$ cat src/assert_macros.svh
// assertion macros shared by the stream walker rtl
// each macro expects clk_i and rst_ni in the scope where it is used
`ifndef ASSERT_MACROS_SVH
`define ASSERT_MACROS_SVH

// property checked at every rising clock edge outside reset
`define ASSERT_PROP(lbl, prop, msg) \
  lbl: assert property (@(posedge clk_i) disable iff (!rst_ni) (prop)) else $error(msg);

// condition that must never hold outside reset
`define ASSERT_NEVER(lbl, cond, msg) \
  lbl: assert property (@(posedge clk_i) disable iff (!rst_ni) !(cond)) else $error(msg);

`endif

$ cat src/dtw_pkg.sv
// types, codes and helpers for the der tlv stream walker
// no dependencies; used by every module of the block
package dtw_pkg;

  // result slots of a bundle (one byte causes at most three results)
  localparam int MaxRes = 4;
  localparam int CntW   = 3;

  // parse modes
  localparam logic [2:0] MODE_TAG  = 3'd0;
  localparam logic [2:0] MODE_LEN  = 3'd1;
  localparam logic [2:0] MODE_LONG = 3'd2;
  localparam logic [2:0] MODE_OID  = 3'd3;
  localparam logic [2:0] MODE_HALT = 3'd4;

  // event kinds
  localparam logic [3:0] EV_SEQ    = 4'd0;
  localparam logic [3:0] EV_CONS   = 4'd1;
  localparam logic [3:0] EV_OIDTAG = 4'd2;
  localparam logic [3:0] EV_LENGTH = 4'd3;
  localparam logic [3:0] EV_ARC    = 4'd4;
  localparam logic [3:0] EV_OIDEND = 4'd5;
  localparam logic [3:0] EV_BADTAG = 4'd6;
  localparam logic [3:0] EV_BADLEN = 4'd7;
  localparam logic [3:0] EV_TRUNC  = 4'd8;

  // tag bytes and masks
  localparam logic [7:0] TagSeq  = 8'h30;
  localparam logic [7:0] TagSet  = 8'h31;
  localparam logic [7:0] TagOid  = 8'h06;
  localparam logic [7:0] ConsBit = 8'h20;

  // length limit
  localparam logic [2:0] MaxLenOctets = 3'd4;

  // first arc split points
  localparam logic [31:0] ArcSplit1 = 32'd40;
  localparam logic [31:0] ArcSplit2 = 32'd80;

  typedef struct packed {
    logic [7:0] data_byte;
    logic       message_end;
  } in_item_t;

  typedef struct packed {
    logic [3:0]  event_kind;
    logic [7:0]  tag_value;
    logic [31:0] event_value;
    logic        last_of_run;
  } out_item_t;

  // results of one byte, in order, with their count
  typedef struct packed {
    out_item_t [MaxRes-1:0] ents;
    logic [CntW-1:0]        cnt;
  } res_bundle_t;

  function automatic out_item_t mk_item(logic [3:0] kind, logic [7:0] tag,
                                        logic [31:0] val);
    out_item_t r;
    r.event_kind  = kind;
    r.tag_value   = tag;
    r.event_value = val;
    r.last_of_run = 1'b0;
    return r;
  endfunction

endpackage

$ cat src/dtw_parse.sv
// parser state and per-byte decode for the der tlv stream walker
// depends on dtw_pkg and assert_macros.svh
`include "assert_macros.svh"
module dtw_parse (
  input  logic                 clk_i,
  input  logic                 rst_ni,
  input  logic                 cfg_we_i,
  input  logic [2:0]           cfg_wdata_i,
  input  logic                 fire_i,
  input  dtw_pkg::in_item_t    item_i,
  output dtw_pkg::res_bundle_t bundle_o
);
  import dtw_pkg::*;

  logic [2:0]  limit_q;
  logic [2:0]  limit;
  logic [2:0]  mode_q, mode_d;
  logic [7:0]  tag_q, tag_d;
  logic [2:0]  lol_q, lol_d;
  logic [31:0] lacc_q, lacc_d;
  logic [31:0] obl_q, obl_d;
  logic [31:0] aacc_q, aacc_d;
  logic        first_q, first_d;

  logic [7:0]  b;
  logic [31:0] lacc_shift;
  logic [31:0] arc_t;
  logic        lt40, lt80;
  logic [31:0] arc_hi, arc_lo;
  logic        len_fin;
  logic [31:0] len_val;
  logic [CntW-1:0] nres;
  out_item_t [MaxRes-1:0] ents;

  // length octet limit register, values above four act as four
  always_ff @(posedge clk_i or negedge rst_ni) begin
    if (!rst_ni) begin
      limit_q <= MaxLenOctets;
    end else if (cfg_we_i) begin
      limit_q <= cfg_wdata_i;
    end
  end

  assign limit = (limit_q > MaxLenOctets) ? MaxLenOctets : limit_q;

  assign b          = item_i.data_byte;
  assign lacc_shift = {lacc_q[23:0], b};
  assign arc_t      = {aacc_q[24:0], b[6:0]};

  // x.690 split of the first subidentifier
  assign lt40   = arc_t < ArcSplit1;
  assign lt80   = arc_t < ArcSplit2;
  assign arc_hi = lt40 ? 32'd0 : (lt80 ? 32'd1 : 32'd2);
  assign arc_lo = lt40 ? arc_t : (lt80 ? (arc_t - ArcSplit1) : (arc_t - ArcSplit2));

  // next state and the events of this byte
  always_comb begin
    mode_d  = mode_q;
    tag_d   = tag_q;
    lol_d   = lol_q;
    lacc_d  = lacc_q;
    obl_d   = obl_q;
    aacc_d  = aacc_q;
    first_d = first_q;
    ents    = '0;
    nres    = '0;
    len_fin = 1'b0;
    len_val = '0;

    case (mode_q)
      MODE_TAG: begin
        tag_d = b;
        if (b == TagSeq) begin
          ents[nres[1:0]] = mk_item(EV_SEQ, b, 32'd0);
          nres = nres + 3'd1;
          mode_d = MODE_LEN;
        end else if (b == TagOid) begin
          ents[nres[1:0]] = mk_item(EV_OIDTAG, b, 32'd0);
          nres = nres + 3'd1;
          mode_d = MODE_LEN;
        end else if (b != TagSet && (b & ConsBit) != 8'd0) begin
          ents[nres[1:0]] = mk_item(EV_CONS, b, 32'd0);
          nres = nres + 3'd1;
          mode_d = MODE_LEN;
        end else begin
          ents[nres[1:0]] = mk_item(EV_BADTAG, b, 32'd0);
          nres = nres + 3'd1;
          mode_d = MODE_HALT;
        end
      end
      MODE_LEN: begin
        if (!b[7]) begin
          len_fin = 1'b1;
          len_val = {24'd0, b};
        end else if (b[6:0] == 7'd0 || b[6:0] > {4'd0, limit}) begin
          ents[nres[1:0]] = mk_item(EV_BADLEN, tag_q, 32'd0);
          nres = nres + 3'd1;
          mode_d = MODE_HALT;
        end else begin
          lol_d  = b[2:0];
          lacc_d = '0;
          mode_d = MODE_LONG;
        end
      end
      MODE_LONG: begin
        lacc_d = lacc_shift;
        lol_d  = lol_q - 3'd1;
        if (lol_d == 3'd0) begin
          len_fin = 1'b1;
          len_val = lacc_shift;
        end
      end
      MODE_OID: begin
        aacc_d = arc_t;
        obl_d  = obl_q - 32'd1;
        if (!b[7]) begin
          if (!first_q) begin
            ents[nres[1:0]] = mk_item(EV_ARC, tag_q, arc_hi);
            nres = nres + 3'd1;
            ents[nres[1:0]] = mk_item(EV_ARC, tag_q, arc_lo);
            nres = nres + 3'd1;
            first_d = 1'b1;
          end else begin
            ents[nres[1:0]] = mk_item(EV_ARC, tag_q, arc_t);
            nres = nres + 3'd1;
          end
          aacc_d = '0;
        end
        if (obl_d == 32'd0) begin
          ents[nres[1:0]] = mk_item(EV_OIDEND, tag_q, 32'd0);
          nres = nres + 3'd1;
          aacc_d  = '0;
          first_d = 1'b0;
          mode_d  = MODE_TAG;
        end
      end
      default: begin
      end
    endcase

    // a finished length, and for an oid the start of its body, or its end when empty
    if (len_fin) begin
      ents[nres[1:0]] = mk_item(EV_LENGTH, tag_d, len_val);
      nres = nres + 3'd1;
      if (tag_d == TagOid) begin
        if (len_val == 32'd0) begin
          ents[nres[1:0]] = mk_item(EV_OIDEND, tag_d, 32'd0);
          nres = nres + 3'd1;
          mode_d = MODE_TAG;
        end else begin
          obl_d   = len_val;
          aacc_d  = '0;
          first_d = 1'b0;
          mode_d  = MODE_OID;
        end
      end else begin
        mode_d = MODE_TAG;
      end
    end

    // message end: flag an open element, then rearm
    if (item_i.message_end) begin
      if (mode_d inside {MODE_LEN, MODE_LONG, MODE_OID}) begin
        ents[nres[1:0]] = mk_item(EV_TRUNC, tag_d, 32'd0);
        nres = nres + 3'd1;
      end
      mode_d  = MODE_TAG;
      tag_d   = '0;
      lol_d   = '0;
      lacc_d  = '0;
      obl_d   = '0;
      aacc_d  = '0;
      first_d = 1'b0;
    end
  end

  assign bundle_o.ents = ents;
  assign bundle_o.cnt  = nres;

  // parser state, advanced once per item
  always_ff @(posedge clk_i or negedge rst_ni) begin
    if (!rst_ni) begin
      mode_q  <= MODE_TAG;
      tag_q   <= '0;
      lol_q   <= '0;
      lacc_q  <= '0;
      obl_q   <= '0;
      aacc_q  <= '0;
      first_q <= 1'b0;
    end else if (fire_i) begin
      mode_q  <= mode_d;
      tag_q   <= tag_d;
      lol_q   <= lol_d;
      lacc_q  <= lacc_d;
      obl_q   <= obl_d;
      aacc_q  <= aacc_d;
      first_q <= first_d;
    end
  end

  `ASSERT_PROP(a_halt_silent, (mode_q == MODE_HALT) |-> (bundle_o.cnt == 3'd0),
               "halted parser produced events")
  `ASSERT_PROP(a_end_rearms, (fire_i && item_i.message_end) |=> (mode_q == MODE_TAG),
               "message end did not rearm parser")
  `ASSERT_NEVER(a_bundle_size, bundle_o.cnt > 3'd3, "more than three events for one byte")

endmodule

$ cat src/dtw_result_buf.sv
// result bundle register that hands out one event per cycle while the output is ready
// depends on dtw_pkg and assert_macros.svh
`include "assert_macros.svh"
module dtw_result_buf (
  input  logic                 clk_i,
  input  logic                 rst_ni,
  input  logic                 load_i,
  input  dtw_pkg::res_bundle_t bundle_i,
  output logic                 can_load_o,
  output logic                 out_valid_o,
  input  logic                 out_ready_i,
  output dtw_pkg::out_item_t   out_item_o
);
  import dtw_pkg::*;

  out_item_t [MaxRes-1:0] ents_q;
  logic [CntW-1:0]        cnt_q;
  logic [1:0]             rd_q;
  logic                   is_last;
  logic                   out_fire;

  assign out_valid_o = cnt_q != '0;
  assign out_fire    = out_valid_o && out_ready_i;
  assign is_last     = ({1'b0, rd_q} + 3'd1) == cnt_q;
  assign can_load_o  = !out_valid_o || (out_fire && is_last);

  // current event, flagged when it is the last of its byte
  always_comb begin
    out_item_o             = ents_q[rd_q];
    out_item_o.last_of_run = is_last;
  end

  // bundle payload
  always_ff @(posedge clk_i) begin
    if (load_i) begin
      ents_q <= bundle_i.ents;
    end
  end

  // read pointer and count
  always_ff @(posedge clk_i or negedge rst_ni) begin
    if (!rst_ni) begin
      cnt_q <= '0;
      rd_q  <= '0;
    end else if (load_i) begin
      cnt_q <= bundle_i.cnt;
      rd_q  <= '0;
    end else if (out_fire) begin
      if (is_last) begin
        cnt_q <= '0;
        rd_q  <= '0;
      end else begin
        rd_q <= rd_q + 2'd1;
      end
    end
  end

  `ASSERT_PROP(a_rd_in_range, out_valid_o |-> ({1'b0, rd_q} < cnt_q),
               "read pointer beyond bundle")
  `ASSERT_PROP(a_load_when_free, load_i |-> can_load_o, "bundle overwritten while busy")
  `ASSERT_PROP(a_step, (out_fire && !is_last) |=> (rd_q == $past(rd_q) + 2'd1),
               "read pointer did not advance")

endmodule

$ cat src/der_tlv_stream_walker.sv
// An item enters the input register and is decoded combinationally into a
// bundle of up to three events, which leave one per cycle while the output
// is ready. Bytes also pass one per cycle then, while each causes at most
// one event; a byte with more events holds the decoder until all have left.
// Reset is asynchronous, active low; it empties both registers and rearms
// the parser with the length limit at four.
// top level of the der tlv stream walker; depends on dtw_pkg, dtw_parse,
// dtw_result_buf
module der_tlv_stream_walker (
  input  logic               clk_i,
  input  logic               rst_ni,
  input  logic               cfg_we_i,
  input  logic [2:0]         cfg_wdata_i,
  input  logic               in_valid_i,
  output logic               in_ready_o,
  input  dtw_pkg::in_item_t  in_item_i,
  output logic               out_valid_o,
  input  logic               out_ready_i,
  output dtw_pkg::out_item_t out_item_o
);
  import dtw_pkg::*;

  in_item_t    in_q;
  logic        in_v_q;
  logic        can_load;
  logic        proc;
  res_bundle_t bundle;

  // decode the held item when the result bundle is free
  assign proc       = in_v_q && can_load;
  assign in_ready_o = !in_v_q || proc;

  // input register
  always_ff @(posedge clk_i or negedge rst_ni) begin
    if (!rst_ni) begin
      in_v_q <= 1'b0;
    end else if (in_ready_o) begin
      in_v_q <= in_valid_i;
    end
  end

  always_ff @(posedge clk_i) begin
    if (in_ready_o && in_valid_i) begin
      in_q <= in_item_i;
    end
  end

  dtw_parse u_parse (
    .clk_i       (clk_i),
    .rst_ni      (rst_ni),
    .cfg_we_i    (cfg_we_i),
    .cfg_wdata_i (cfg_wdata_i),
    .fire_i      (proc),
    .item_i      (in_q),
    .bundle_o    (bundle)
  );

  dtw_result_buf u_res (
    .clk_i       (clk_i),
    .rst_ni      (rst_ni),
    .load_i      (proc),
    .bundle_i    (bundle),
    .can_load_o  (can_load),
    .out_valid_o (out_valid_o),
    .out_ready_i (out_ready_i),
    .out_item_o  (out_item_o)
  );

endmodule

$ cat config.mk
export PLATFORM = sky130hd
export DESIGN_NAME = der_tlv_stream_walker
export DESIGN_NICKNAME = d
export VERILOG_FILES = /design/src/dtw_pkg.sv /design/src/dtw_parse.sv /design/src/dtw_result_buf.sv /design/src/der_tlv_stream_walker.sv
export VERILOG_INCLUDE_DIRS = /design/src /design/src/src
export SDC_FILE = /design/constraint.sdc
export NUM_CORES = 1
export LEC_CHECK = 0
export BUFFER_PORTS_ARGS = -buffer_cell sky130_fd_sc_hd__buf_2
export CORE_AREA = 2 2 283 229
export CTS_BUF_LIST = sky130_fd_sc_hd__clkbuf_16
export DETAILED_ROUTE_END_ITERATION = 10
export DIE_AREA = 0 0 285 231
export SYNTH_ARGS = -nofsm -noshare
export SYNTH_HDL_FRONTEND = slang
export SYNTH_SLANG_ARGS = --single-unit
$ cat constraint.sdc
create_clock -name clk_i -period 22.2 [get_ports clk_i]
set_input_delay 1.11 -clock clk_i [delete_from_list [all_inputs] [get_ports clk_i]]
set_output_delay 1.11 -clock clk_i [all_outputs]
set_load 0.005 [all_outputs]
# ---- Word-level counts from Yosys, hierarchy flattened
# Cells that the tools add are included.
dict set report word_totals {
  register_bits 301
  latch_bits 0
  mem_bits_rw 0
  romBits 0
  in_bits 17
  out_inout_bits 47
  word_cells 191
  mem_count 0
}
dict set report classes {
  add_sub_neg 10
  mul 0
  n_div 0
  n_lt_le_gt_ge 13
  n_eq_ne 13
  n_shift 0
  mux 100
  n_bitwise 0
  n_reduce_logical 26
}
# operator n
set ops {}
lappend ops {{$mux 180} 6}
lappend ops {{$bwmux 180} 4}
lappend ops {{$mux 32} 16}
lappend ops {{$demux 45 s2} 4}
lappend ops {{$mux 45} 7}
lappend ops {{$mux 44} 4}
lappend ops {{$mux 135} 1}
lappend ops {{$pmux 45 s3} 1}
lappend ops {{$bmux 45 s2} 1}
lappend ops {{$mux 90} 1}
lappend ops {{$mux 89} 1}
lappend ops {{$mux 24} 3}
lappend ops {{$mux 3} 24}
lappend ops {{$logic_not 32->1} 2}
lappend ops {{$pmux 32 s2} 1}
lappend ops {{$pmux 24 s2} 1}
lappend ops {{$mux 33} 1}
lappend ops {{$lt 32x6->1 const B} 1}
lappend ops {{$lt 32x7->1 const B} 1}
lappend ops {{$sub 32x1->32 const B} 1}
lappend ops {{$sub 32x6->32 const B} 1}
lappend ops {{$sub 32x7->32 const B} 1}
lappend ops {{$pmux 3 s3} 2}
lappend ops {{$eq 8x3->1 const B} 2}
lappend ops {{29 further kinds} 75}

# ---- Longest topological paths before layout
# Gate-level depths: netlist of the first run.
dict set report logic_depth {
  ltp_word 19
  depth_mapped 22
  mapped_depth_nobuf 19
}

# ---- Modules after synthesis
# From an unflattened synthesis of the first run, not the netlist that was laid out.
dict set report unflattened {
  hier_cells 1500
  hier_area_um2 15785.1
}
# module n_inst cells_per_inst area_per_inst_um2 seq_area_each_um2
set by_module_without_submodules {}
lappend by_module_without_submodules {dtw_parse 1 1228 8813.5 2478.6}
lappend by_module_without_submodules {dtw_result_buf 1 258 6641.4 5410.2}
lappend by_module_without_submodules {der_tlv_stream_walker 1 14 330.3 295.3}

# ---- Least setup slack after synthesis of the first run
# No wires, ideal clock.
dict set report synth_path {
  kind {register -> register}
  startpoint {reg u_res.rd_q[0]}
  endpoint {reg u_parse.mode_q[0]}
  setup_time_ns 0.130
  arrival_ns 7.675
  required_ns 22.070
  slack_ns 14.396
  stages_incl_launch_ff 12
  path_buffers 3
  synth_period_minus_slack_ns 7.804
  path_cell_list {dfrtp_1 > ha_1 > xor2_1 > nor3_1 > a21oi_1 > nand2b_1 > clkbuf_1 > inv_1 > clkbuf_1 > clkbuf_1 > o21ai_0 > o2bb2ai_1}
}
dict set report synth_via {
  elab_chain_len 5
}
# element line_no
set synth_lines {}
lappend synth_lines {{start, declared} dtw_result_buf.sv:18} ;# logic [1:0] rd_q;
lappend synth_lines {{start signal, assigned} dtw_result_buf.sv:53} ;# rd_q <= rd_q + 2'd1;
lappend synth_lines {{$add 2x1->3} dtw_result_buf.sv:24} ;# assign is_last = ({1'b0, rd_q} + 3'd1) == cnt_q;
lappend synth_lines {{$eq 3x3->1} dtw_result_buf.sv:24}
lappend synth_lines {{via u_res.is_last} dtw_result_buf.sv:19} ;# logic is_last;
lappend synth_lines {{$logic_and 1x1->1} dtw_result_buf.sv:25} ;# assign can_load_o = !out_valid_o || (out_fire && is_last);
lappend synth_lines {{$logic_or 1x1->1} dtw_result_buf.sv:25}
lappend synth_lines {{$logic_and 1x1->1} der_tlv_stream_walker.sv:30} ;# assign proc = in_v_q && can_load;
lappend synth_lines {{via proc} der_tlv_stream_walker.sv:26} ;# logic proc;
lappend synth_lines {{end signal, assigned} dtw_parse.sv:191} ;# mode_q <= mode_d;
lappend synth_lines {{end, declared} dtw_parse.sv:17} ;# logic [2:0] mode_q, mode_d;
# The timed path passes the listed nets, and every way through them passes these cells.
# A chain may end at the register's enable or synchronous reset.

==> results.json, run 1 <==
{
  "clockBufferDepth": 3,
  "synth_commonest_cells": "edfxtp_1 (185), nand2_1 (130), nor2_1 (122)",
  "path_clk_slew_ns": 0.07,
  "htree_levels": 1,
  "drt_iter0_markers": 1487,
  "synth_nets": 1467,
  "power.leakage_nw": 6.801,
  "synth_seq_cells": 290,
  "grt_pass1_vias": 11840,
  "cts-root-buf": "clkbuf_16",
  "hold_path_class": "reg2reg",
  "setup_viol": 0,
  "cpMaxStageDelayCell": "o41ai_1",
  "power_density_nw_per_um2": 127.8,
  "rows": 83,
  "yosysTopAreaCell": "edfxtp_1",
  "final_nets": 1480,
  "ys_async_sr_fraction": 0.3621,
  "tightest_slew_ns": 1.332,
  "path_cells": "nor4_4, nand4_1, o41ai_1, nand2_1, nor4_1, ha_1, nand3_1, a21oi_1, inv_1, ha_1, a21oi_1, or2_2, inv_1, ha_1, and3_1, buf_4, o21bai_2, a221oi_1",
  "syn_area_um2": 15620,
  "hold_buffers": 0,
  "synth_edf_count": 185,
  "syn_inst": 1422,
  "antenna_cells": 0,
  "finalSetupTns_ns": 0,
  "grt_pass1_wl_um": 73070,
  "final_core_util": 0.2801,
  "stdcell_area_um2": 17740,
  "multi_input_area_um2": 6824,
  "hold_viol_final": 0,
  "ios": 64,
  "avgSynthCellArea_um2": 10.98,
  "slew_violations": 0,
  "status": "complete, no violations",
  "port_buffers": 63,
  "ys_seq_area_frac": 0.5240,
  "grt_overflow": 0,
  "clk_latency_ns": 0.60,
  "cts_buffers": 30,
  "avgRoutedWirePerCell_um": 20.42,
  "synth_most_common_cell": "edfxtp_1",
  "yosysWarnings": 0,
  "viasPerCell": 5.304,
  "crit_top_cell": "ha_1",
  "syn_to_final_growth_pct": 13.61,
  "required_ns": 22.51,
  "cap_violations": 0,
  "crit_type": "reg2reg",
  "cts-resized-gates": 0,
  "grt_max_degree": 80,
  "synth_area_leaders": "edfxtp_1 (36%), dfrtp_1 (17%), mux4_2 (6.3%), o21ai_0 (3.3%), nand2_1 (3.1%)",
  "dp_slack_ns": 16.23,
  "cts_tree": "yes",
  "cts_num_sinks": 290,
  "dr.pass1.iters": 6,
  "fillerInstances": 6575,
  "regArea_um2": 8187,
  "grt_use_total": 0.1406,
  "fmax_mhz": 163.6,
  "end_kind": "flip-flop",
  "finalCritPeriodShare": 0.2754,
  "rsz0062_at_grt": "no",
  "start_kind": "flip-flop",
  "slew_headroom": 0.1074,
  "num_vias": 12250,
  "arrival_ns": 6.43,
  "place.detailed.hpwl_um": 31480,
  "worstPathMaxFanout": 23,
  "remaining_drc_errors": 0,
  "start_util": 0.2465,
  "cts_setup_buffers": 0,
  "dieArea_um2": 65840,
  "drt_wl_total_um": 47140,
  "fin_skew_ns": 0.04113,
  "place_area_um2": 16780,
  "total_power_mw": 2.268,
  "core_area_um2": 63350,
  "antenna_found_initial": 1,
  "synthDistinctLibCells": 89,
  "drive_gt1_frac": 0.1528,
  "die_w_um": 285,
  "fin_ws_ns": 16.09,
  "fp.dieH_um": 231,
  "synth_ff_type": "edfxtp_1",
  "synth.top_cell.area_share": 0.3557,
  "routabilityCongestion": 0.8855,
  "slowest_delay_ns": 0.74,
  "ant_nets": 0,
  "fin_crit_ns": 6.113,
  "vdd_ir_drop_max_v": 0.00006382
}
routing by layer:
metal / GRT usage / vias to the layer above / part of all wire
met5: 0 / - / 0
met4: 0.03190 / 0 / 0.021
met3: 0.02213 / 65 / 0.080
met2: 0.2105 / 569 / 0.44
met1: 0.2115 / 6174 / 0.46
li1: - / 5439 / -
power breakdown:
part	switching (mW)	internal, mW	total, mW
clock network	0.223	0.273	0.496
logic	0.551	0.302	0.854
registers	0.0887	0.829	0.918
path summary, 6_finish.rpt:
path	startpoint	endpoint	slack, ns	cells past startpoint
worst max-delay path	u_parse.obl_q[2]	u_res.ents_q[51]	16.09	18
worst min-delay path	u_parse.lol_q[1]	u_parse.lol_q[1]	0.48	1
worst max register to register	u_parse.obl_q[2]	u_res.ents_q[51]	16.09	18
worst min register to register	u_parse.lol_q[1]	u_parse.lol_q[1]	0.48	1
max in group asynchronous	rst_ni	u_parse.first_q	20.39	2
min in group asynchronous	rst_ni	u_parse.obl_q[12]	0.49	1
logic make-up after synthesis:
logic type	synth area share
AO/OA/AOI/OAI	0.1641
XOR/XNOR	0.01739
adder cells (fa/ha/maj)	0.02243
buffers and inverters	0.04054
flip-flops	0.5240
multiplexers	0.06690
other	0.0002401
AND/OR/NAND/NOR	0.1644
area by class of cell:
type / count / share of cell area
well taps: 850 / 0.05994
clock inverters: 24 / 0.009167
multi-input cells: 978 / 0.3846
repair buffers: 93 / 0.03060
clock buffers: 32 / 0.04513
inverters: 42 / 0.009167
flip-flops and latches: 290 / 0.4614
placed cells by master (no fill, tap or decap), types with 5 or more instances in the layout:
cell       instances
o22ai_1            5
clkbuf_16         32
ha_1              28
nand4_1           11
mux4_2            44
and3_1            48
a21oi_1           62
or4_1              8
nand3_1           19
o21ai_0          104
a31oi_1           22
buf_2             62
a22o_1            39
nor2_1           122
dfrtp_1          102
and4_1             8
a21o_1             9
nand2_1          130
and2_1            14
nor3_1            43
inv_2              7
nor2b_1           16
o2bb2ai_1          9
edfxtp_1         185
o211ai_1           5
a22oi_1           21
nor3b_1            8
o31ai_1            6
buf_4             31
nor4_1            26
inv_1             48
xor2_1            21
a32oi_1           42
nand2b_1          10
xnor2_1           10
worst max-delay path, delay by kind of cell, from the launching register on:
kind	cells	cell delay, ns
DFF	1	0.46
adders and majority gates	3	0.71
and+or+nand+nor	7	2.37
buffers and inverters	3	0.64
AOI/OAI and AO/OA	5	1.68
sequential cells by signal, summed over array words and instances (netlist names), 3 cells and up:
signal and flops:
in_q 9, u_res.cnt_q 3, u_parse.tag_q 8, u_parse.mode_q 3
u_parse.lol_q 3, u_parse.aacc_q 25, u_res.ents_q 176, u_parse.lacc_q 24
u_parse.limit_q 3, u_parse.obl_q 32
through the flow:
| step | hold slack (ns) | cells |
|---|---|---|
| floorplan | 0.4498 | 1422 |
| global placement | 0.4628 | 2253 |
| detailed placement | 0.4682 | 2253 |
| CTS | 0.4821 | 2309 |
| global route | 0.5206 | 2309 |
| finish | 0.4777 | 2309 |
Note: power is estimated with default switching activity, not from simulation.
==> inputs of run 2 (changes only) <==
--- a/config.mk
+++ b/config.mk
@@ -6,11 +6,12 @@
 export SDC_FILE = /design/constraint.sdc
 export NUM_CORES = 1
 export LEC_CHECK = 0
+export ABC_AREA = 1
 export BUFFER_PORTS_ARGS = -buffer_cell sky130_fd_sc_hd__buf_2
-export CORE_AREA = 2 2 283 229
+export CORE_AREA = 2 2 299 242
 export CTS_BUF_LIST = sky130_fd_sc_hd__clkbuf_16
 export DETAILED_ROUTE_END_ITERATION = 10
-export DIE_AREA = 0 0 285 231
+export DIE_AREA = 0 0 301 244
 export SYNTH_ARGS = -nofsm -noshare
 export SYNTH_HDL_FRONTEND = slang
 export SYNTH_SLANG_ARGS = --single-unit
==> constraint.sdc (replaced) <==
create_clock -name clk_i -period 5.55 [get_ports clk_i]
set_input_delay 0.2775 -clock clk_i [delete_from_list [all_inputs] [get_ports clk_i]]
set_output_delay 0.2775 -clock clk_i [all_outputs]
set_load 0.005 [all_outputs]
==> results.json, run 2 <==
{
  "dieArea_um2": 73440,
  "ant_nets": 0,
  "slowest_delay_ns": 0.45,
  "synth_commonest_cells": "nand2_1 (390), inv_1 (348), o21ai_0 (334)",
  "routed.top_layer": "met4",
  "rsz0062_at_grt": "no",
  "fp.dieH_um": 244,
  "syn_to_final_growth_pct": 14.41,
  "fin_crit_ns": 4.970,
  "slew_headroom": 0.2703,
  "synthMuxAreaShare": 0.0006438,
  "ios": 64,
  "yosysTopAreaCell": "edfxtp_1",
  "drt_iter0_markers": 1925,
  "cap_violations": 0,
  "place.detailed.hpwl_um": 41890,
  "avgSynthCellArea_um2": 7.725,
  "met3_wirelength_um": 6193,
  "r2r_slack_ns": 0.58,
  "synth_xor_area_frac": 0.01202,
  "worstPathMaxFanout": 43,
  "stdcell_area_um2": 20010,
  "yosys.area_share.adder": 0.02003,
  "wl_met1_um": 27740,
  "antenna_found_initial": 1,
  "finalSetupTns_ns": 0,
  "synth-simple-area-share": 0.2153,
  "crit_type": "reg2reg",
  "arrival_ns": 5.25,
  "port_buffers": 63,
  "antenna_cells": 0,
  "rr_startpoint": "u_parse.obl_q[0]",
  "cts_tree": "yes",
  "die_w_um": 301,
  "hold_depth": 4,
  "core_area_um2": 70210,
  "ys_seq_area_frac": 0.4679,
  "finalCritPeriodShare": 0.8956,
  "grt_max_degree": 108,
  "rows": 87,
  "grt_use_total": 0.1608,
  "routabilityCongestion": 0.9756,
  "cp_num_buf_inv": 6,
  "final_nets": 2345,
  "drt_wl_total_um": 59960,
  "top_regs": "u_res.ents_q (176), u_parse.obl_q (32), u_parse.aacc_q (25)",
  "hold_viol_final": 0,
  "path_clk_slew_ns": 0.06,
  "synth.top_cell.area_share": 0.3176,
  "cpLargestDelayFamily": "simple AND/OR/NAND/NOR gates",
  "synth_area_leaders": "edfxtp_1 (32%), dfrtp_1 (15%), o21ai_0 (9.6%), nand2_1 (8.4%), inv_1 (7.5%)",
  "syn_area_um2": 17490,
  "fmax_mhz": 201.2,
  "viasPerCell": 4.976,
  "avgRoutedWirePerCell_um": 18.39,
  "largest_reg_flops": 176,
  "cts_num_sinks": 290,
  "grt_overflow": 0,
  "clockBufferDepth": 3,
  "cts_buffers": 35,
  "final_common_cell": "nand2_1",
  "cpMaxStageDelayCell": "nand2_4",
  "slew_violations": 0,
  "fin_skew_ns": 0.02457,
  "htree_levels": 2,
  "cts-root-buf": "clkbuf_16",
  "synth_top_family_by_area": "simple AND/OR/NAND/NOR gates",
  "layout_common_cells": "nand2_1 (390), inv_1 (355), o21ai_0 (334)",
  "synth-compound-area-share": 0.1766,
  "hold_path_class": "in2reg",
  "remaining_drc_errors": 0,
  "rr_endpoint": "u_res.ents_q[125]",
  "status": "complete, no violations",
  "synthDistinctLibCells": 52,
  "synth_nets": 2309,
  "tightest_slew_ns": 1.093,
  "num_vias": 16220,
  "synth_edf_count": 185,
  "largest-register": "u_res.ents_q",
  "synth_ff_type": "edfxtp_1",
  "grt_pass1_vias": 14920,
  "required_ns": 5.83,
  "hp-start": "out_ready_i",
  "ys_async_sr_fraction": 0.3621,
  "cts-resized-gates": 0,
  "yosysWarnings": 0,
  "r2r_cells": 27,
  "crit_top_cell": "nand2_1",
  "end_kind": "flip-flop",
  "place_area_um2": 18750,
  "synth_seq_cells": 290,
  "wl_met2_um": 24970,
  "start_util": 0.2491,
  "syn_inst": 2264,
  "clk_latency_ns": 0.54,
  "synth_most_common_cell": "nand2_1",
  "setup_viol": 0,
  "grt_pass1_wl_um": 92540,
  "hold_path_end": "u_res.rd_q[1]",
  "dr.pass1.iters": 6,
  "start_kind": "flip-flop",
  "drive_gt1_frac": 0.08770
}
==> run 2: cells by family (layout without fill, tap and decap cells) <==
logic type / Yosys count / in the layout
other: 1 / 1
and+or+nand+nor: 886 / 886
DFF: 290 / 290
muxes: 1 / 1
buffers and inverters: 479 / 541
xor gates and xnor gates: 24 / 24
AOI/OAI and AO/OA: 555 / 555
adders and majority gates: 28 / 28
==> run 2: worst min-delay path, delay by kind of cell <==
kind | cells | cell delay, ns
buf+inv | 1 | 0.09
simple gates | 2 | 0.15
compound gates | 1 | 0.08
==> run 2: per-stage QoR <==
stage	std cells	hold slack (ns)	setup WS [ns]	utilization
5_1_grt	3260	0.1406	0.07942	0.2850
3_5_place_dp	3182	0.3729	0.6524	0.2671
2_1_floorplan	2264	-0.01809	1.209	-
4_1_cts	3260	0.09936	0.6396	0.2850
3_3_place_gp	3182	0.3687	0.7729	0.2671
6_report	3260	0.1123	0.5796	0.2850
==> run 2: repair_timing <==
item / in CTS / in global routing
hold buffers: 15 / 0
hold endpoints to repair: 57 / 0
setup buffers: 0 / 0
==> run 2: final cells by class <==
type	count	area [um2]
fill	7598	50200
sequential	290	8185
multi-input combinational	1495	7436
inverter	365	1380
tap	934	1169
clock buffer	36	900.9
timing repair buffer	113	730.7
clock inverter	27	209.0
==> run 2: worst max path at each step <==
stage / from / to / slack, ns / cells after the start
detailed placement: u_parse.obl_q[0] / u_res.ents_q[125] / 0.65 / 27
global route: u_parse.obl_q[0] / u_res.ents_q[125] / 0.08 / 27
floorplan: u_res.rd_q[1] / u_res.ents_q[100] / 1.21 / 9
finish: u_parse.obl_q[0] / u_res.ents_q[125] / 0.58 / 27
global placement: u_parse.obl_q[0] / u_res.ents_q[125] / 0.77 / 27
CTS: u_parse.obl_q[0] / u_res.ents_q[169] / 0.64 / 25
==> run 2: metal layers <==
layer  up-vias  track usage
met3        78      0.03794
met1      7711       0.2434
met4         0      0.03117
met2       816       0.2305
met5         -            0
li1       7618            -
Power of run 2 is not shown: default switching activity piles up to over one toggle a cycle in this logic, so the estimate is an artifact.
